[src/hw/rtl/int_to_rle_packed_decimal_defines.svh]
// Assertion macros shared by the RTL of the packed decimal encoder.
`ifndef INT_TO_RLE_PACKED_DECIMAL_DEFINES_SVH
`define INT_TO_RLE_PACKED_DECIMAL_DEFINES_SVH

// Checks the consequent in the same cycle as the antecedent.
`define IRPD_ASSERT_NOW(label, clk, rst, ante, cons, msg) \
   label: assert property (@(posedge clk) disable iff (rst) (ante) |-> (cons)) \
      else $error(msg);

// Checks the consequent in the cycle after the antecedent.
`define IRPD_ASSERT_NEXT(label, clk, rst, ante, cons, msg) \
   label: assert property (@(posedge clk) disable iff (rst) (ante) |=> (cons)) \
      else $error(msg);

`endif

[src/hw/rtl/irpd_pkg.sv]
package irpd_pkg;

   localparam int VALUE_W        = 64;
   localparam int MAG_W          = 64;
   // The largest magnitude, 2**63, has 19 decimal digits.
   localparam int BCD_DIGITS     = 19;
   localparam int BITS_PER_STEP  = 4;
   localparam int DEF_MAX_DIGITS = 19;
   localparam int QUEUE_DEPTH    = 2;

   localparam logic [3:0] NIB_ZERO      = 4'h0;
   localparam logic [3:0] NIB_SIGN      = 4'hF;
   localparam logic [3:0] NIB_END       = 4'hF;
   localparam logic [3:0] NIB_RUN_SHORT = 4'hB;
   localparam logic [3:0] NIB_RUN_LONG  = 4'hC;

   localparam logic [7:0] RUN_SHORT_MIN = 8'd4;
   localparam logic [7:0] RUN_LONG_MIN  = 8'd16;

   typedef struct packed {
      logic       valid;
      logic [3:0] nib;
      logic       last;
   } nib_type;

endpackage

[src/hw/rtl/irpd_channels.sv]
interface irpd_req_if import irpd_pkg::*; ();
   logic                      valid;
   logic                      ready;
   logic signed [VALUE_W-1:0] value;

   modport source (output valid, output value, input ready);
   modport sink (input valid, input value, output ready);
endinterface

interface irpd_rsp_if import irpd_pkg::*; ();
   logic       valid;
   logic       ready;
   logic [7:0] data_byte;
   logic       last;

   modport source (output valid, output data_byte, output last, input ready);
   modport sink (input valid, input data_byte, input last, output ready);
endinterface

[src/hw/rtl/int_to_rle_packed_decimal.sv]
// Signed 64-bit integer to run-length packed decimal. Each accepted value
// produces 1 to 11 result beats, one packed byte each, high nibble first;
// last marks the beat holding the closing F nibble. The front end takes a
// value, converts it to decimal four bits per cycle (16 steps) and aligns
// the digits; a two-entry queue then hands the digits to the back end. The
// back end walks the digits one per cycle, closes each run and puts out one
// nibble per cycle while the packer accepts it. The two ends overlap, so the
// sustained rate is set by the slower of the two, as long as the result side
// takes a beat every cycle.
module int_to_rle_packed_decimal import irpd_pkg::*; #(
   parameter int MAX_DIGITS = DEF_MAX_DIGITS
) (
   input  logic       clock,
   input  logic       reset,
   irpd_req_if.sink   req_bus,
   irpd_rsp_if.source rsp_bus
);

   localparam int CNT_W = $clog2(MAX_DIGITS + 1);
   localparam int DIG_W = MAX_DIGITS * 4;
   localparam int Q_W   = DIG_W + CNT_W + 1;

   logic             fr_valid, fr_ready;
   logic [DIG_W-1:0] fr_digits, bk_digits;
   logic [CNT_W-1:0] fr_count, bk_count;
   logic             fr_neg, bk_neg;
   logic             bk_valid, bk_pop;
   logic [Q_W-1:0]   q_rd_data;
   nib_type          nib;
   logic             nib_ready;

   irpd_front #(
      .MAX_DIGITS (MAX_DIGITS),
      .CNT_W      (CNT_W)
   ) u_front (
      .clock    (clock),
      .reset    (reset),
      .req_bus  (req_bus),
      .q_valid  (fr_valid),
      .q_ready  (fr_ready),
      .q_digits (fr_digits),
      .q_count  (fr_count),
      .q_neg    (fr_neg)
   );

   irpd_fifo #(
      .WIDTH (Q_W),
      .DEPTH (QUEUE_DEPTH)
   ) u_queue (
      .clock    (clock),
      .reset    (reset),
      .wr_valid (fr_valid),
      .wr_ready (fr_ready),
      .wr_data  ({fr_digits, fr_count, fr_neg}),
      .rd_valid (bk_valid),
      .rd_ready (bk_pop),
      .rd_data  (q_rd_data)
   );

   assign {bk_digits, bk_count, bk_neg} = q_rd_data;

   irpd_back #(
      .MAX_DIGITS (MAX_DIGITS),
      .CNT_W      (CNT_W)
   ) u_back (
      .clock     (clock),
      .reset     (reset),
      .q_valid   (bk_valid),
      .q_pop     (bk_pop),
      .q_digits  (bk_digits),
      .q_count   (bk_count),
      .q_neg     (bk_neg),
      .nib_out   (nib),
      .nib_ready (nib_ready)
   );

   irpd_pack u_pack (
      .clock     (clock),
      .reset     (reset),
      .nib_in    (nib),
      .nib_ready (nib_ready),
      .rsp_bus   (rsp_bus)
   );

endmodule

[src/hw/rtl/irpd_fifo.sv]
module irpd_fifo import irpd_pkg::*; #(
   parameter int WIDTH = 8,
   parameter int DEPTH = QUEUE_DEPTH
) (
   input  logic             clock,
   input  logic             reset,
   input  logic             wr_valid,
   output logic             wr_ready,
   input  logic [WIDTH-1:0] wr_data,
   output logic             rd_valid,
   input  logic             rd_ready,
   output logic [WIDTH-1:0] rd_data
);

   localparam int PTR_W  = (DEPTH > 1) ? $clog2(DEPTH) : 1;
   localparam int FILL_W = $clog2(DEPTH + 1);

   logic [WIDTH-1:0]  mem_ff [DEPTH];
   logic [PTR_W-1:0]  wr_ptr_ff, wr_ptr_in;
   logic [PTR_W-1:0]  rd_ptr_ff, rd_ptr_in;
   logic [FILL_W-1:0] fill_ff, fill_in;
   logic              wr_acc, rd_acc;

   assign wr_ready = (fill_ff != FILL_W'(DEPTH));
   assign rd_valid = (fill_ff != '0);
   assign rd_data  = mem_ff[rd_ptr_ff];
   assign wr_acc   = wr_valid && wr_ready;
   assign rd_acc   = rd_valid && rd_ready;

   always_comb begin
      wr_ptr_in = wr_ptr_ff;
      rd_ptr_in = rd_ptr_ff;
      fill_in   = fill_ff;
      if (wr_acc) begin
         wr_ptr_in = (wr_ptr_ff == PTR_W'(DEPTH - 1)) ? '0 : wr_ptr_ff + 1'b1;
      end
      if (rd_acc) begin
         rd_ptr_in = (rd_ptr_ff == PTR_W'(DEPTH - 1)) ? '0 : rd_ptr_ff + 1'b1;
      end
      if (wr_acc && !rd_acc) begin
         fill_in = fill_ff + 1'b1;
      end else if (rd_acc && !wr_acc) begin
         fill_in = fill_ff - 1'b1;
      end
   end

   always_ff @(posedge clock) begin
      if (reset) begin
         wr_ptr_ff <= '0;
         rd_ptr_ff <= '0;
         fill_ff   <= '0;
      end else begin
         wr_ptr_ff <= wr_ptr_in;
         rd_ptr_ff <= rd_ptr_in;
         fill_ff   <= fill_in;
      end
   end

   always_ff @(posedge clock) begin
      if (wr_acc) begin
         mem_ff[wr_ptr_ff] <= wr_data;
      end
   end

endmodule

[src/hw/rtl/irpd_front.sv]
module irpd_front import irpd_pkg::*; #(
   parameter int MAX_DIGITS = DEF_MAX_DIGITS,
   parameter int CNT_W      = $clog2(DEF_MAX_DIGITS + 1)
) (
   input  logic                    clock,
   input  logic                    reset,
   irpd_req_if.sink                req_bus,
   output logic                    q_valid,
   input  logic                    q_ready,
   output logic [MAX_DIGITS*4-1:0] q_digits,
   output logic [CNT_W-1:0]        q_count,
   output logic                    q_neg
);

   localparam int STEPS  = MAG_W / BITS_PER_STEP;
   localparam int STEP_W = $clog2(STEPS);
   localparam int BCD_W  = BCD_DIGITS * 4;
   localparam int DIG_W  = MAX_DIGITS * 4;
   localparam int ND_W   = $clog2(BCD_DIGITS + 1);
   localparam int ACC_W  = BCD_W + MAG_W;

   localparam logic [1:0] F_IDLE = 2'd0;
   localparam logic [1:0] F_CONV = 2'd1;
   localparam logic [1:0] F_DONE = 2'd2;

   logic [1:0]        state_ff, state_in;
   logic [STEP_W-1:0] step_ff, step_in;
   logic [MAG_W-1:0]  mag_ff, mag_in;
   logic [BCD_W-1:0]  bcd_ff, bcd_in;
   logic              neg_ff, neg_in;
   logic [ND_W-1:0]   ndig;
   logic [CNT_W-1:0]  shift_amt;

   // Double dabble over BITS_PER_STEP (four) bits: add three to every digit of five or more,
   // then shift the binary value one place into the decimal digits.
   function automatic logic [ACC_W-1:0] dabble(input logic [ACC_W-1:0] acc);
      logic [ACC_W-1:0] a;
      logic [3:0]       dg;
      a = acc;
      for (int b = 0; b < BITS_PER_STEP; b++) begin
         for (int j = 0; j < BCD_DIGITS; j++) begin
            dg = a[MAG_W + 4*j +: 4];
            if (dg >= 4'd5) begin
               a[MAG_W + 4*j +: 4] = dg + 4'd3;
            end
         end
         a = a << 1;
      end
      return a;
   endfunction

   assign req_bus.ready = (state_ff == F_IDLE);
   assign q_valid       = (state_ff == F_DONE);
   assign q_neg         = neg_ff;

   // Keep the low digits only, with the most significant kept digit on top.
   always_comb begin
      ndig = '0;
      for (int j = 0; j < BCD_DIGITS; j++) begin
         if (bcd_ff[4*j +: 4] != 4'd0) begin
            ndig = ND_W'(j + 1);
         end
      end
      q_count   = (ndig > ND_W'(MAX_DIGITS)) ? CNT_W'(MAX_DIGITS) : CNT_W'(ndig);
      shift_amt = CNT_W'(MAX_DIGITS) - q_count;
      q_digits  = bcd_ff[DIG_W-1:0] << {shift_amt, 2'b00};
   end

   always_comb begin
      state_in = state_ff;
      step_in  = step_ff;
      mag_in   = mag_ff;
      bcd_in   = bcd_ff;
      neg_in   = neg_ff;
      unique case (state_ff)
         F_IDLE: begin
            if (req_bus.valid) begin
               neg_in   = req_bus.value[VALUE_W-1];
               mag_in   = req_bus.value[VALUE_W-1] ?
                          (~$unsigned(req_bus.value) + 1'b1) : $unsigned(req_bus.value);
               bcd_in   = '0;
               step_in  = '0;
               state_in = F_CONV;
            end
         end
         F_CONV: begin
            {bcd_in, mag_in} = dabble({bcd_ff, mag_ff});
            step_in = step_ff + 1'b1;
            if (step_ff == STEP_W'(STEPS - 1)) begin
               state_in = F_DONE;
            end
         end
         F_DONE: begin
            if (q_ready) begin
               state_in = F_IDLE;
            end
         end
         default: begin
            state_in = F_IDLE;
         end
      endcase
   end

   always_ff @(posedge clock) begin
      if (reset) begin
         state_ff <= F_IDLE;
      end else begin
         state_ff <= state_in;
      end
   end

   always_ff @(posedge clock) begin
      step_ff <= step_in;
      mag_ff  <= mag_in;
      bcd_ff  <= bcd_in;
      neg_ff  <= neg_in;
   end

endmodule

[src/hw/rtl/irpd_back.sv]
`include "int_to_rle_packed_decimal_defines.svh"

module irpd_back import irpd_pkg::*; #(
   parameter int MAX_DIGITS = DEF_MAX_DIGITS,
   parameter int CNT_W      = $clog2(DEF_MAX_DIGITS + 1)
) (
   input  logic                    clock,
   input  logic                    reset,
   input  logic                    q_valid,
   output logic                    q_pop,
   input  logic [MAX_DIGITS*4-1:0] q_digits,
   input  logic [CNT_W-1:0]        q_count,
   input  logic                    q_neg,
   output nib_type                 nib_out,
   input  logic                    nib_ready
);

   localparam int DIG_W = MAX_DIGITS * 4;

   localparam logic [2:0] B_IDLE  = 3'd0;
   localparam logic [2:0] B_SIGN  = 3'd1;
   localparam logic [2:0] B_START = 3'd2;
   localparam logic [2:0] B_SCAN  = 3'd3;
   localparam logic [2:0] B_EMIT  = 3'd4;
   localparam logic [2:0] B_END   = 3'd5;

   logic [2:0]       state_ff, state_in;
   logic [DIG_W-1:0] sh_ff, sh_in;
   logic [CNT_W-1:0] rem_ff, rem_in;
   logic [CNT_W-1:0] run_ff, run_in;
   logic [3:0]       dig_ff, dig_in;
   logic [1:0]       k_ff, k_in;
   logic             neg_ff, neg_in;
   logic             zero_ff, zero_in;
   logic [3:0]       top;
   logic [7:0]       run8;
   logic             run_long, run_short;
   logic [1:0]       last_k;
   logic             nib_acc;

   assign top       = sh_ff[DIG_W-1 -: 4];
   assign run8      = 8'(run_ff);
   assign run_long  = (run8 >= RUN_LONG_MIN);
   assign run_short = (run8 >= RUN_SHORT_MIN);
   assign last_k    = run_long ? 2'd3 : (run_short ? 2'd2 : 2'(run_ff - 1'b1));
   assign nib_acc   = nib_out.valid && nib_ready;

   always_comb begin
      state_in      = state_ff;
      sh_in         = sh_ff;
      rem_in        = rem_ff;
      run_in        = run_ff;
      dig_in        = dig_ff;
      k_in          = k_ff;
      neg_in        = neg_ff;
      zero_in       = zero_ff;
      q_pop         = 1'b0;
      nib_out.valid = 1'b0;
      nib_out.nib   = dig_ff;
      nib_out.last  = 1'b0;
      unique case (state_ff)
         B_IDLE: begin
            q_pop = q_valid;
            if (q_valid) begin
               sh_in    = q_digits;
               rem_in   = q_count;
               neg_in   = q_neg;
               zero_in  = (q_count == '0);
               state_in = B_SIGN;
            end
         end
         B_SIGN: begin
            // Zero goes out as a lone zero nibble ahead of the end marker.
            if (zero_ff) begin
               nib_out.valid = 1'b1;
               nib_out.nib   = NIB_ZERO;
               if (nib_acc) begin
                  state_in = B_END;
               end
            end else if (neg_ff) begin
               nib_out.valid = 1'b1;
               nib_out.nib   = NIB_SIGN;
               if (nib_acc) begin
                  state_in = B_START;
               end
            end else begin
               state_in = B_START;
            end
         end
         B_START: begin
            dig_in   = top;
            run_in   = CNT_W'(1);
            sh_in    = sh_ff << 4;
            rem_in   = rem_ff - 1'b1;
            state_in = B_SCAN;
         end
         B_SCAN: begin
            if ((rem_ff != '0) && (top == dig_ff)) begin
               run_in = run_ff + 1'b1;
               sh_in  = sh_ff << 4;
               rem_in = rem_ff - 1'b1;
            end else begin
               k_in     = 2'd0;
               state_in = B_EMIT;
            end
         end
         B_EMIT: begin
            nib_out.valid = 1'b1;
            if (run_long) begin
               case (k_ff)
                  2'd0:    nib_out.nib = NIB_RUN_LONG;
                  2'd1:    nib_out.nib = dig_ff;
                  2'd2:    nib_out.nib = run8[7:4];
                  default: nib_out.nib = run8[3:0];
               endcase
            end else if (run_short) begin
               case (k_ff)
                  2'd0:    nib_out.nib = NIB_RUN_SHORT;
                  2'd1:    nib_out.nib = dig_ff;
                  default: nib_out.nib = run8[3:0];
               endcase
            end
            if (nib_acc) begin
               if (k_ff == last_k) begin
                  state_in = (rem_ff == '0) ? B_END : B_START;
               end else begin
                  k_in = k_ff + 1'b1;
               end
            end
         end
         B_END: begin
            nib_out.valid = 1'b1;
            nib_out.nib   = NIB_END;
            nib_out.last  = 1'b1;
            if (nib_acc) begin
               state_in = B_IDLE;
            end
         end
         default: begin
            state_in = B_IDLE;
         end
      endcase
   end

   always_ff @(posedge clock) begin
      if (reset) begin
         state_ff <= B_IDLE;
      end else begin
         state_ff <= state_in;
      end
   end

   always_ff @(posedge clock) begin
      sh_ff   <= sh_in;
      rem_ff  <= rem_in;
      run_ff  <= run_in;
      dig_ff  <= dig_in;
      k_ff    <= k_in;
      neg_ff  <= neg_in;
      zero_ff <= zero_in;
   end

   `IRPD_ASSERT_NOW(a_run_nonzero, clock, reset, (state_ff == B_SCAN) || (state_ff == B_EMIT), run_ff != '0, "digit run of length zero")
   `IRPD_ASSERT_NEXT(a_start_consumes, clock, reset, state_ff == B_START, (state_ff == B_SCAN) && (run_ff == CNT_W'(1)), "run start did not load one digit")

endmodule

[src/hw/rtl/irpd_pack.sv]
`include "int_to_rle_packed_decimal_defines.svh"

module irpd_pack import irpd_pkg::*; (
   input  logic        clock,
   input  logic        reset,
   input  nib_type     nib_in,
   output logic        nib_ready,
   irpd_rsp_if.source  rsp_bus
);

   logic       half_ff, half_in;
   logic [3:0] pend_ff, pend_in;
   logic       rsp_valid_ff, rsp_valid_in;
   logic [7:0] rsp_data_ff, rsp_data_in;
   logic       rsp_last_ff, rsp_last_in;
   logic       emit;
   logic       nib_acc;

   // A nibble that completes a byte, or the end marker, needs the output slot.
   assign emit      = half_ff || nib_in.last;
   assign nib_ready = !emit || !rsp_valid_ff || rsp_bus.ready;
   assign nib_acc   = nib_in.valid && nib_ready;

   assign rsp_bus.valid     = rsp_valid_ff;
   assign rsp_bus.data_byte = rsp_data_ff;
   assign rsp_bus.last      = rsp_last_ff;

   always_comb begin
      half_in      = half_ff;
      pend_in      = pend_ff;
      rsp_valid_in = rsp_valid_ff;
      rsp_data_in  = rsp_data_ff;
      rsp_last_in  = rsp_last_ff;
      if (rsp_bus.ready) begin
         rsp_valid_in = 1'b0;
      end
      if (nib_acc) begin
         if (emit) begin
            rsp_valid_in = 1'b1;
            rsp_data_in  = half_ff ? {pend_ff, nib_in.nib} : {nib_in.nib, 4'h0};
            rsp_last_in  = nib_in.last;
            half_in      = 1'b0;
         end else begin
            pend_in = nib_in.nib;
            half_in = 1'b1;
         end
      end
   end

   always_ff @(posedge clock) begin
      if (reset) begin
         half_ff      <= 1'b0;
         rsp_valid_ff <= 1'b0;
      end else begin
         half_ff      <= half_in;
         rsp_valid_ff <= rsp_valid_in;
      end
   end

   always_ff @(posedge clock) begin
      pend_ff     <= pend_in;
      rsp_data_ff <= rsp_data_in;
      rsp_last_ff <= rsp_last_in;
   end

   `IRPD_ASSERT_NEXT(a_end_flushes, clock, reset, nib_acc && nib_in.last, rsp_valid_ff && rsp_last_ff && !half_ff, "end nibble did not close the stream")
   `IRPD_ASSERT_NEXT(a_pair_emits, clock, reset, nib_acc && half_ff, rsp_valid_ff && !half_ff, "completed byte was not presented")
   `IRPD_ASSERT_NEXT(a_half_holds, clock, reset, nib_acc && !half_ff && !nib_in.last, half_ff, "high nibble was not held")

endmodule
[src/flat_wrapper.sv]
// flat-port wrapper written by rule: the top's interface ports become plain ports
module int_to_rle_packed_decimal_flat import irpd_pkg::*;
#(
   parameter int MAX_DIGITS = DEF_MAX_DIGITS
)
  (clock, reset, req_bus_valid, req_bus_value, req_bus_ready, rsp_bus_valid, rsp_bus_data_byte, rsp_bus_last, rsp_bus_ready);
  irpd_req_if req_bus_i ();
  irpd_rsp_if rsp_bus_i ();
  input  logic clock;
  input  logic reset;
  input wire logic [$bits(req_bus_i.valid)-1:0] req_bus_valid;
  input wire logic [$bits(req_bus_i.value)-1:0] req_bus_value;
  output wire logic [$bits(req_bus_i.ready)-1:0] req_bus_ready;
  output wire logic [$bits(rsp_bus_i.valid)-1:0] rsp_bus_valid;
  output wire logic [$bits(rsp_bus_i.data_byte)-1:0] rsp_bus_data_byte;
  output wire logic [$bits(rsp_bus_i.last)-1:0] rsp_bus_last;
  input wire logic [$bits(rsp_bus_i.ready)-1:0] rsp_bus_ready;
  assign req_bus_i.valid = req_bus_valid;
  assign req_bus_i.value = req_bus_value;
  assign req_bus_ready = req_bus_i.ready;
  assign rsp_bus_valid = rsp_bus_i.valid;
  assign rsp_bus_data_byte = rsp_bus_i.data_byte;
  assign rsp_bus_last = rsp_bus_i.last;
  assign rsp_bus_i.ready = rsp_bus_ready;
  int_to_rle_packed_decimal #(.MAX_DIGITS(MAX_DIGITS)) u_core (.clock(clock), .reset(reset), .req_bus(req_bus_i), .rsp_bus(rsp_bus_i));
endmodule
[config.mk]
export PLATFORM = sky130hd
export DESIGN_NAME = int_to_rle_packed_decimal_flat
export DESIGN_NICKNAME = d
export VERILOG_FILES = /design/src/hw/rtl/irpd_pkg.sv /design/src/hw/rtl/irpd_channels.sv /design/src/hw/rtl/int_to_rle_packed_decimal.sv /design/src/hw/rtl/irpd_fifo.sv /design/src/hw/rtl/irpd_front.sv /design/src/hw/rtl/irpd_back.sv /design/src/hw/rtl/irpd_pack.sv /design/src/flat_wrapper.sv
export VERILOG_INCLUDE_DIRS = /design/src /design/src/hw/rtl
export SDC_FILE = /design/constraint.sdc
export NUM_CORES = 1
export LEC_CHECK = 0
export BUFFER_PORTS_ARGS = -buffer_cell sky130_fd_sc_hd__buf_2
export CAP_MARGIN = 20
export CELL_PAD_IN_SITES_DETAIL_PLACEMENT = 2
export CELL_PAD_IN_SITES_GLOBAL_PLACEMENT = 2
export CORE_ASPECT_RATIO = 2
export CORE_MARGIN = 2
export CORE_UTILIZATION = 46
export CTS_BUF_LIST = sky130_fd_sc_hd__clkbuf_16
export CTS_CLUSTER_DIAMETER = 60
export DETAILED_ROUTE_END_ITERATION = 12
export GPL_TIMING_DRIVEN = 0
export PLACE_DENSITY = 0.95
export SYNTH_ARGS = -nofsm -noshare
export SYNTH_HDL_FRONTEND = slang
export SYNTH_SLANG_ARGS = --single-unit
[constraint.sdc]
create_clock -name clock -period 8.6 [get_ports clock]
set_input_delay 0.86 -clock clock [delete_from_list [all_inputs] [get_ports clock]]
set_output_delay 0.86 -clock clock [all_outputs]
set_load 0.05 [all_outputs]
# Yosys cells after proc, flatten, opt, wreduce, memory -nomap -nowiden

Memories as Yosys holds them, arrays and structs flattened. A register that Yosys moved wholly into a read port is not among the register bits.
Cells that the tools add are included.

Memories kept: 1
Bits in writable memories: 164
Bits in registers: 263
Output and inout port bits: 11
Word-level logic and storage cells: 482
Input port bits: 68

Eq/ne operators: 25
Add/sub/neg operators: 87
Bitwise logic cells: 2
Multiplexer cells: 211
Shift operators: 1
$lt $le $gt $ge: 79
Reductions and logical operators: 54

Memories:

| name                  | words | width | read ports | clocked after memory_dff | write ports | RTL line        | text |
|---|---|---|---|---|---|---|---|
| u_core.u_queue.mem_ff | 2     | 82    | 1          | 1                        | 1           | irpd_fifo.sv:18 | `logic [WIDTH-1:0] mem_ff [DEPTH];` |

Operators by type and width:

| kind                                                               | number |
|---|---|
| two-way mux 4 bit                                                  | 129 |
| greater-or-equal comparator 4 x 3 -> 1 bit (second input constant) | 76 |
| adder 4 x 2 -> 4 bit (second input constant)                       | 72 |
| two-way mux 76 bit                                                 | 3 |
| one-hot mux 76 bit (3 select lines)                                | 1 |
| one-hot mux 76 bit (2 select lines)                                | 1 |
| two-way mux 64 bit                                                 | 2 |
| one-hot mux 64 bit (2 select lines)                                | 1 |
| two-way mux 5 bit                                                  | 20 |
| nonzero test 4 bit                                                 | 19 |
| << shifter 76 x 7 -> 76 bit                                        | 1 |
| adder 64 x 1 -> 64 bit (second input constant)                     | 1 |
| inverter 64 bit                                                    | 1 |
| two-way mux 3 bit                                                  | 19 |
| one-hot mux 5 bit (3 select lines)                                 | 2 |
| two-way mux 2 bit                                                  | 12 |
| != test 2 bit (second input constant)                              | 10 |
| one-hot mux 3 bit (6 select lines)                                 | 1 |
| one-hot mux 4 bit (2 select lines)                                 | 2 |
| two-way mux 1 bit                                                  | 13 |
| adder 3 x 2 -> 3 bit (second input constant)                       | 4 |
| one-hot mux 4 bit (3 select lines)                                 | 1 |
| AND reduction 2 bit                                                | 6 |
| zero test 5 bit                                                    | 2 |
| other kinds (36)                                                   | 60 |

# Logic depth before layout (Yosys ltp)

Gate-level depths: netlist of run 1.

Depth in word-level cells: 24
Gate-level depth with buffers: 23
Depth with buffers taken out: 23

# Cells and area by module

A second synthesis of run 1 with hierarchy kept.

Cell total of the unflattened synthesis: 2842
Area total of the unflattened synthesis: 29739.8 µm²

By module, submodules not included:

| module     | times used | seq. area each (µm²) | cells each | area an instance (µm²) |
|---|---|---|---|---|
| irpd_front | 1          | 4394.2               | 2187       | 18276.3 |
| irpd_fifo  | 1          | 5024.8               | 279        | 6135.9 |
| irpd_back  | 1          | 2882.8               | 341        | 4745.8 |
| irpd_pack  | 1          | 430.4                | 35         | 581.8 |

# Least setup slack after synthesis of run 1

Ideal clock, no wire load.

Path kind: reg2reg
Start point: register u_core.u_back.rem_ff[0]
End point: register u_core.u_back.rem_ff[0] (enable)
Required time: 8053 ps
Cell stages (with the launch flop): 7
Setup time: 547 ps
Arrival: 5206 ps
Path buffers: 0
Path slack: 2847 ps
Clock period less this slack: 5753 ps
Cells stage by stage: edfxtp_1 inv_1 ha_1 nor4b_1 nor4_1 nand4_1 a21oi_1

Cells in the longest elaborated chain, start to end: 4

Ends and longest elaborated chain:

| item                                 | RTL line         | text |
|---|---|---|
| start, declared                      | irpd_back.sv:29  | `logic [CNT_W-1:0] rem_ff, rem_in;` |
| start signal, assigned               | irpd_back.sv:155 | `rem_ff <= rem_in;` |
| nonzero test 5 bit                   | irpd_back.sv:98  | `if ((rem_ff != '0) && (top == dig_ff)) begin` |
| logical AND 1 bit                    | irpd_back.sv:98  |  |
| != test 2 bit (no source line)       | -                |  |
| AND reduction 3 bit (no source line) | -                |  |

No other way between the ends.
A chain may end at the register's enable or synchronous reset.

# Worst setup path after layout of run 1

Start point: register u_core.u_front.bcd_ff[40]
End point: memory u_core.u_queue.mem_ff[0][45] in the netlist's numbering, data pin

Cells in the longest elaborated chain, start to end: 14

Ends and longest elaborated chain:

| item                                | RTL line                        | text |
|---|---|---|
| start, declared                     | irpd_front.sv:29                | `logic [BCD_W-1:0] bcd_ff, bcd_in;` |
| start signal, assigned              | irpd_front.sv:115               | `bcd_ff <= bcd_in;` |
| nonzero test 4 bit (*)              | irpd_front.sv:60                | `if (bcd_ff[4*j +: 4] != 4'd0) begin` |
| two-way mux 5 bit (*) (9 in series) | irpd_front.sv:60                |  |
| > comparator 5 bit                  | irpd_front.sv:64                | `q_count = (ndig > ND_W'(MAX_DIGITS)) ? CNT_W'(MAX_DIGITS) : CNT_W'(ndig);` |
| two-way mux 5 bit (*)               | irpd_front.sv:64                |  |
| subtractor 5 bit (*)                | irpd_front.sv:65                | `shift_amt = CNT_W'(MAX_DIGITS) - q_count;` |
| << shifter 76 x 7 -> 76 bit (*)     | irpd_front.sv:66                | `q_digits = bcd_ff[DIG_W-1:0] << {shift_amt, 2'b00};` |
| via u_core.fr_digits[39]            | int_to_rle_packed_decimal.sv:24 | `logic [DIG_W-1:0] fr_digits, bk_digits;` |
| end, declared                       | irpd_fifo.sv:18                 |  |

Mark *: on every way through the listed nets, which the timed path passes. The rest lies on a longest branch.

==> results of run 1 <==
kinds of logic (layout without fill, tap and decap cells):
logic type | count (synthesis) | count (layout)
xor+xnor | 155 | 155
flops | 428 | 428
simple gates | 853 | 853
buf+inv | 310 | 479
fa+ha+maj | 167 | 167
other cells | 0 | 10
mux | 342 | 342
compound gates | 674 | 674
layout by cell type, fill, tap and decap left out, types with 11 or more instances in the layout:
| cell | netlist | final |
|---|---|---|
| a211oi_1 | 36 | 36 |
| a21o_1 | 23 | 23 |
| a21oi_1 | 162 | 161 |
| a22oi_1 | 12 | 12 |
| and2_1 | 22 | 21 |
| buf_1 | 12 | 12 |
| buf_2 | 14 | 92 |
| buf_4 | 11 | 14 |
| clkbuf_1 | 81 | 81 |
| clkbuf_16 | 0 | 43 |
| dfxtp_1 | 12 | 12 |
| edfxtp_1 | 416 | 416 |
| ha_1 | 167 | 167 |
| inv_1 | 184 | 190 |
| mux2_2 | 64 | 64 |
| mux2i_1 | 273 | 273 |
| nand2_1 | 255 | 254 |
| nand2b_1 | 69 | 69 |
| nand3_1 | 25 | 25 |
| nor2_1 | 269 | 269 |
| nor2b_1 | 51 | 50 |
| nor3_1 | 25 | 25 |
| nor3b_1 | 44 | 44 |
| o211ai_1 | 20 | 20 |
| o21a_1 | 27 | 27 |
| o21ai_0 | 207 | 207 |
| o22ai_1 | 21 | 21 |
| o31ai_1 | 20 | 20 |
| or3_1 | 15 | 15 |
| or4_1 | 11 | 11 |
| xnor2_1 | 71 | 71 |
| xor2_1 | 83 | 83 |
area by class of cell:
cell class                 instances  area, um^2
clock buffer                      43        1080
sequential                       428       12700
clock inverter                    35         373
inverter                         187         704
tap                              798         998
multi-input combinational       2191       15500
buffer                           123         552
antenna                           10        25.0
fill                            6425       31000
timing repair buffer              91         606
through the flow:
| stage | hold slack, ns | cell area (um^2) | util, % | instances |
|---|---|---|---|---|
| finish | 0.474 | 32600 | 51.2 | 3906 |
| floorplan | 0.421 | 29400 | - | 2929 |
| global route | 0.478 | 32500 | 51.2 | 3903 |
| global placement | 0.425 | 30800 | 48.5 | 3805 |
| detailed placement | 0.456 | 31000 | 48.8 | 3812 |
| CTS | 0.455 | 32500 | 51.1 | 3890 |
registers in the layout, indices dropped and copies added, names as in the netlist, 2 cells and up, named ones only:
signal                           cells
u_core.u_pack.pend_ff                4
u_core.u_front.bcd_ff               76
u_core.u_front.step_ff               4
u_core.u_back.dig_ff                 4
u_core.u_queue.fill_ff               2
u_core.u_pack.rsp_bus.data_byte      8
u_core.u_front.mag_ff               64
u_core.u_back.run_ff                 5
u_core.u_back.k_ff                   2
u_core.u_back.rem_ff                 5
u_core.u_queue.mem_ff              164
u_core.u_back.sh_ff                 76
u_core.u_front.state_ff              2
u_core.u_back.state_ff               3
layer usage:
| metal | GRT usage (%) | up-vias | routed length [um] |
|---|---|---|---|
| met3 | 9.04 | 801 | 7860 |
| met5 | 0 | - | 0 |
| met1 | 36.6 | 13100 | 42500 |
| li1 | - | 10900 | - |
| met2 | 75.9 | 1329 | 71200 |
| met4 | 39.9 | 0 | 17200 |
worst paths after layout:
| kind | start | to | slack, ns |
|---|---|---|---|
| hold reg to reg | u_core.u_back.sh_ff[73] | u_core.u_back.dig_ff[1] | 0.49 |
| setup reg to reg | u_core.u_front.bcd_ff[40] | u_core.u_queue.mem_ff[0][45] | 1.38 |
| hold / removal | reset | u_core.u_front.state_ff[1] | 0.47 |
| setup / recovery | u_core.u_front.bcd_ff[40] | u_core.u_queue.mem_ff[0][45] | 1.38 |
worst max-delay path: cells and delay by family, from the launching register on:
| kind | cells | cell delay [ns] |
|---|---|---|
| compound gates | 3 | 0.73 |
| xor+xnor | 1 | 0.61 |
| fa+ha+maj | 2 | 0.56 |
| buf+inv | 5 | 1.19 |
| flops | 1 | 0.53 |
| simple gates | 5 | 3.20 |
==> flow_metrics.tcl, run 1 <==
set metrics [dict create \
    status "complete, no violations" \
    synth_fa_ha_area_share_pct 7.10 \
    die_x_um 183 \
    crit_chain "inv_1 > ha_1 > nor3b_1 > nand4_1 > nor2_1 > o21bai_4 > buf_4 > buf_4 > buf_2 > ha_1 > xnor2_2 > nand2_1 > nor2_1 > buf_2 > a22oi_1 > o21ai_0" \
    drv_cap 0 \
    startpoint_type "flop" \
    hp-class "in -> reg" \
    boundaryPins 79 \
    ant_nets 0 \
    postCtsHoldBufs 0 \
    tns_ns 0 \
    slowest_stage "nor3b_1" \
    finalHoldViolCount 0 \
    io_buffers 78 \
    initial_utilization_pct 46.3 \
    grt_pass1_wl_um 202000 \
    grt_max_degree 71 \
    crit_required_ns 8.84 \
    ys_seq_area_share_pct 43.2 \
    reg2reg_depth 16 \
    drc 0 \
    layout.nets 3300 \
    antenna_found_initial 7 \
    dp_hpwl_um 97200 \
    std_cell_rows 131 \
    synth_common_cells "edfxtp_1 (416), mux2i_1 (273), nor2_1 (269)" \
    die-area_mm2 0.0662 \
    clk_pin_slew_ns 0.07 \
    synth.area.top_cells "edfxtp_1 (42%), mux2i_1 (9.3%), ha_1 (7.1%)" \
    skew_ns 0.0322 \
    drt-pass1-iter-count 7 \
    worstSetupPathType "reg -> reg" \
    cp_max_fo 10 \
    ys.flop_type "edfxtp_1" \
    viasPerCell 6.69 \
    yosys.area.top_type_share_pct 42.4 \
    pre_cts_ws_ns 2.09 \
    cts.path.max_buffers 3 \
    end_kind "flop" \
    slew_violations 0 \
    cts_tree "yes" \
    core-area_mm2 0.0636 \
    fin_ws_ns 1.38 \
    synth_seq_cells 428 \
    drt_iter0_markers 1676 \
    hold-path-cell-count 2 \
    gp_congestion 1.04 \
    slew_headroom_pct 16.6 \
    clock_sinks 428 \
    max_freq_mhz 138 \
    synth-compound-area-share_pct 14.8 \
    synth_xor_area_share_pct 4.64 \
    synthCells 2929 \
    fp.dieH_um 362 \
    syn_to_final_growth_pct 10.6 \
    finalWirelength_um 139000 \
    rsz0062_at_grt "false" \
    crit_arrival_ns 7.46 \
    synth.most_common_cell "edfxtp_1" \
    numCtsBuffers 43 \
    num_vias 26100 \
    async_flop_share_pct 0 \
    syn_area_per_cell_um2 10.1 \
    grt_pass1_vias 30000 \
    grtUsageTotal_pct 41.4 \
    setup_viol_count_final 0 \
    drive_above_1_share_pct 9.85 \
    worst_pin_slew_ns 1.25 \
    synthSimpleGateAreaFrac_pct 14.0 \
    muxShareOfSynthArea_pct 12.0 \
    h-tree-depth 2 \
    synth_cell_types 94 \
    ys_warn_count 0 \
    grt-ovfl-total 0 \
    min_period_ns 7.22 \
    syn_area_mm2 0.0294 \
    synth_edf_count 416 \
    fin_crit_sh_pct 84.0 \
    crit_path_max_incr_delay_ns 0.89 \
    wl_per_cell_um 35.5 \
    yosysTopAreaCell "edfxtp_1" \
    cts-root-buf "clkbuf_16" \
    clk_latency_ns 0.61 \
    post_cts_resized 0 \
    cts_setup_buffers 0 \
    synth_top_family_by_area "compound AO/OA/AOI/OAI gates" \
    synth_nets 3164 \
]
Power of run 1 is not shown: default switching activity piles up to over one toggle a cycle in this logic, so the estimate is an artifact.
==> inputs of run 2 (changes only) <==
- CORE_UTILIZATION: 46 -> 42
- PLACE_DENSITY: 0.95 -> 0.9
- clock period: 8.6 -> 7.1 ns (I/O delays scaled with it)
==> run 2 against run 1 <==
Non-clock buffer count rose by 1. Critical path depth unchanged. Worst hold slack worse by 0.17 ns. Fmax grew 11%. First-iteration DRC count shrank 35%. Clock skew fell by 0.011 ns. Core utilization fell by 4.3 points.
==> flow_metrics.tcl, run 2 (synthesis results as in run 1) <==
set metrics [dict create \
    h-tree-depth 2 \
    cts_tree "yes" \
    finalHoldViolCount 0 \
    rsz0062_at_grt "false" \
    placed_cell_area_mm2 0.0312 \
    cp_max_fo 10 \
    grt_pass1_wl_um 174000 \
    largest_reg_flops 164 \
    syn_to_final_growth_pct 10.8 \
    fin_cells 4007 \
    fp.dieH_um 378 \
    fin_area_mm2 0.0326 \
    slew_violations 0 \
    worstSetupPathType "reg -> reg" \
    end_kind "flop" \
    clk_latency_ns 0.61 \
    startpoint_type "flop" \
    antenna_found_initial 5 \
    drt-pass1-iter-count 5 \
    postCtsHoldBufs 0 \
    cts.path.max_buffers 3 \
    die-area_mm2 0.0724 \
    drt_iter0_markers 1088 \
    min_period_ns 6.53 \
    die_x_um 191 \
    slew_headroom_pct 20.7 \
    pre_cts_ws_ns 0.867 \
    ant_nets 0 \
    crit_arrival_ns 6.78 \
    reg_top3 "u_core.u_queue.mem_ff x164, u_core.u_back.sh_ff x76, u_core.u_front.bcd_ff x76" \
    cts_setup_buffers 0 \
    initial_utilization_pct 42.3 \
    fin_ws_ns 0.568 \
    grtUsageTotal_pct 32.4 \
    post_cts_resized 0 \
    viasPerCell 6.02 \
    core-area_mm2 0.0696 \
    layout_common_cells "edfxtp_1 (416), mux2i_1 (273), nor2_1 (269), nand2_1 (254), o21ai_0 (207)" \
    setup_viol_count_final 0 \
    drv_cap 0 \
    boundaryPins 79 \
    clk_pin_slew_ns 0.07 \
    skew_ns 0.0215 \
    io_buffers 78 \
    fin_crit_sh_pct 92.0 \
    place_inst 3918 \
    hp-class "in -> reg" \
    grt-ovfl-total 0 \
    max_freq_mhz 153 \
    std_cell_rows 137 \
    holdWs_ns 0.309 \
    crit_required_ns 7.35 \
    cts-root-buf "clkbuf_16" \
    clock_sinks 428 \
    wl_per_cell_um 29.0 \
    numCtsBuffers 43 \
    final_common_cell "edfxtp_1" \
    gp_congestion 1.02 \
    grt_pass1_vias 27800 \
    drive_above_1_share_pct 9.90 \
    status "complete, no violations" \
    num_vias 24100 \
    fillers 7425 \
    layout.nets 3301 \
    drc 0 \
    grt_max_degree 76 \
    finalWirelength_um 116000 \
    dp_hpwl_um 93100 \
    worst_pin_slew_ns 1.16 \
    largest-register "u_core.u_queue.mem_ff" \
]
==> run 2: final timing paths <==
kind | depth (start not counted) | startpoint | end | slack [ns]
max | 16 | u_core.u_front.bcd_ff[32] | u_core.u_queue.mem_ff[1][45] | 0.57
min | 2 | reset | u_core.u_front.state_ff[1] | 0.31
max reg2reg | 16 | u_core.u_front.bcd_ff[32] | u_core.u_queue.mem_ff[1][45] | 0.57
min reg2reg | 0 | u_core.u_back.sh_ff[72] | u_core.u_back.dig_ff[0] | 0.49
==> run 2: through the flow <==
step	setup TNS (ns)	utilization (%)
finish	0	46.9
global route	0	46.9
CTS	0	46.8
detailed placement	0	44.8
global placement	-137.62	44.5
floorplan	0	-
==> run 2: critical path: stages, from the launching register on <==
cell and delay (ns):
edfxtp_1 0.56, inv_1 0.12, ha_1 0.22, nor3b_1 0.85, nand4_1 0.42, nor2_1 0.31
o21bai_4 0.13, buf_4 0.22, buf_4 0.23, buf_2 0.22, ha_1 0.28, xnor2_2 0.54
nand2_1 0.26, nor2_1 0.80, buf_2 0.41, a22oi_1 0.11, o21ai_0 0.44
==> run 2: area by class of cell <==
| cell class | instances | area, um^2 | share of cell area (%) |
|---|---|---|---|
| inverters | 187 | 704 | 2.16 |
| flip-flops and latches | 428 | 12700 | 39.0 |
| plain buffers | 123 | 552 | 1.69 |
| clock inverters | 36 | 304 | 0.932 |
| clock buffers | 43 | 1080 | 3.30 |
| diodes | 4 | 10.0 | 0.0307 |
| repair buffers | 92 | 633 | 1.94 |
| well taps | 903 | 1130 | 3.46 |
| multi-input cells | 2191 | 15500 | 47.5 |
==> run 2: per-layer routing <==
metal  GRT usage (%)  up-vias  wire [um]
met3            4.48      430       3760
met5               0        -         14
met2            63.8      680      64900
met1            27.6    12100      35500
met4            27.6        2      12100
li1                -    10900          -
Power of run 2 is left out for the same reason.
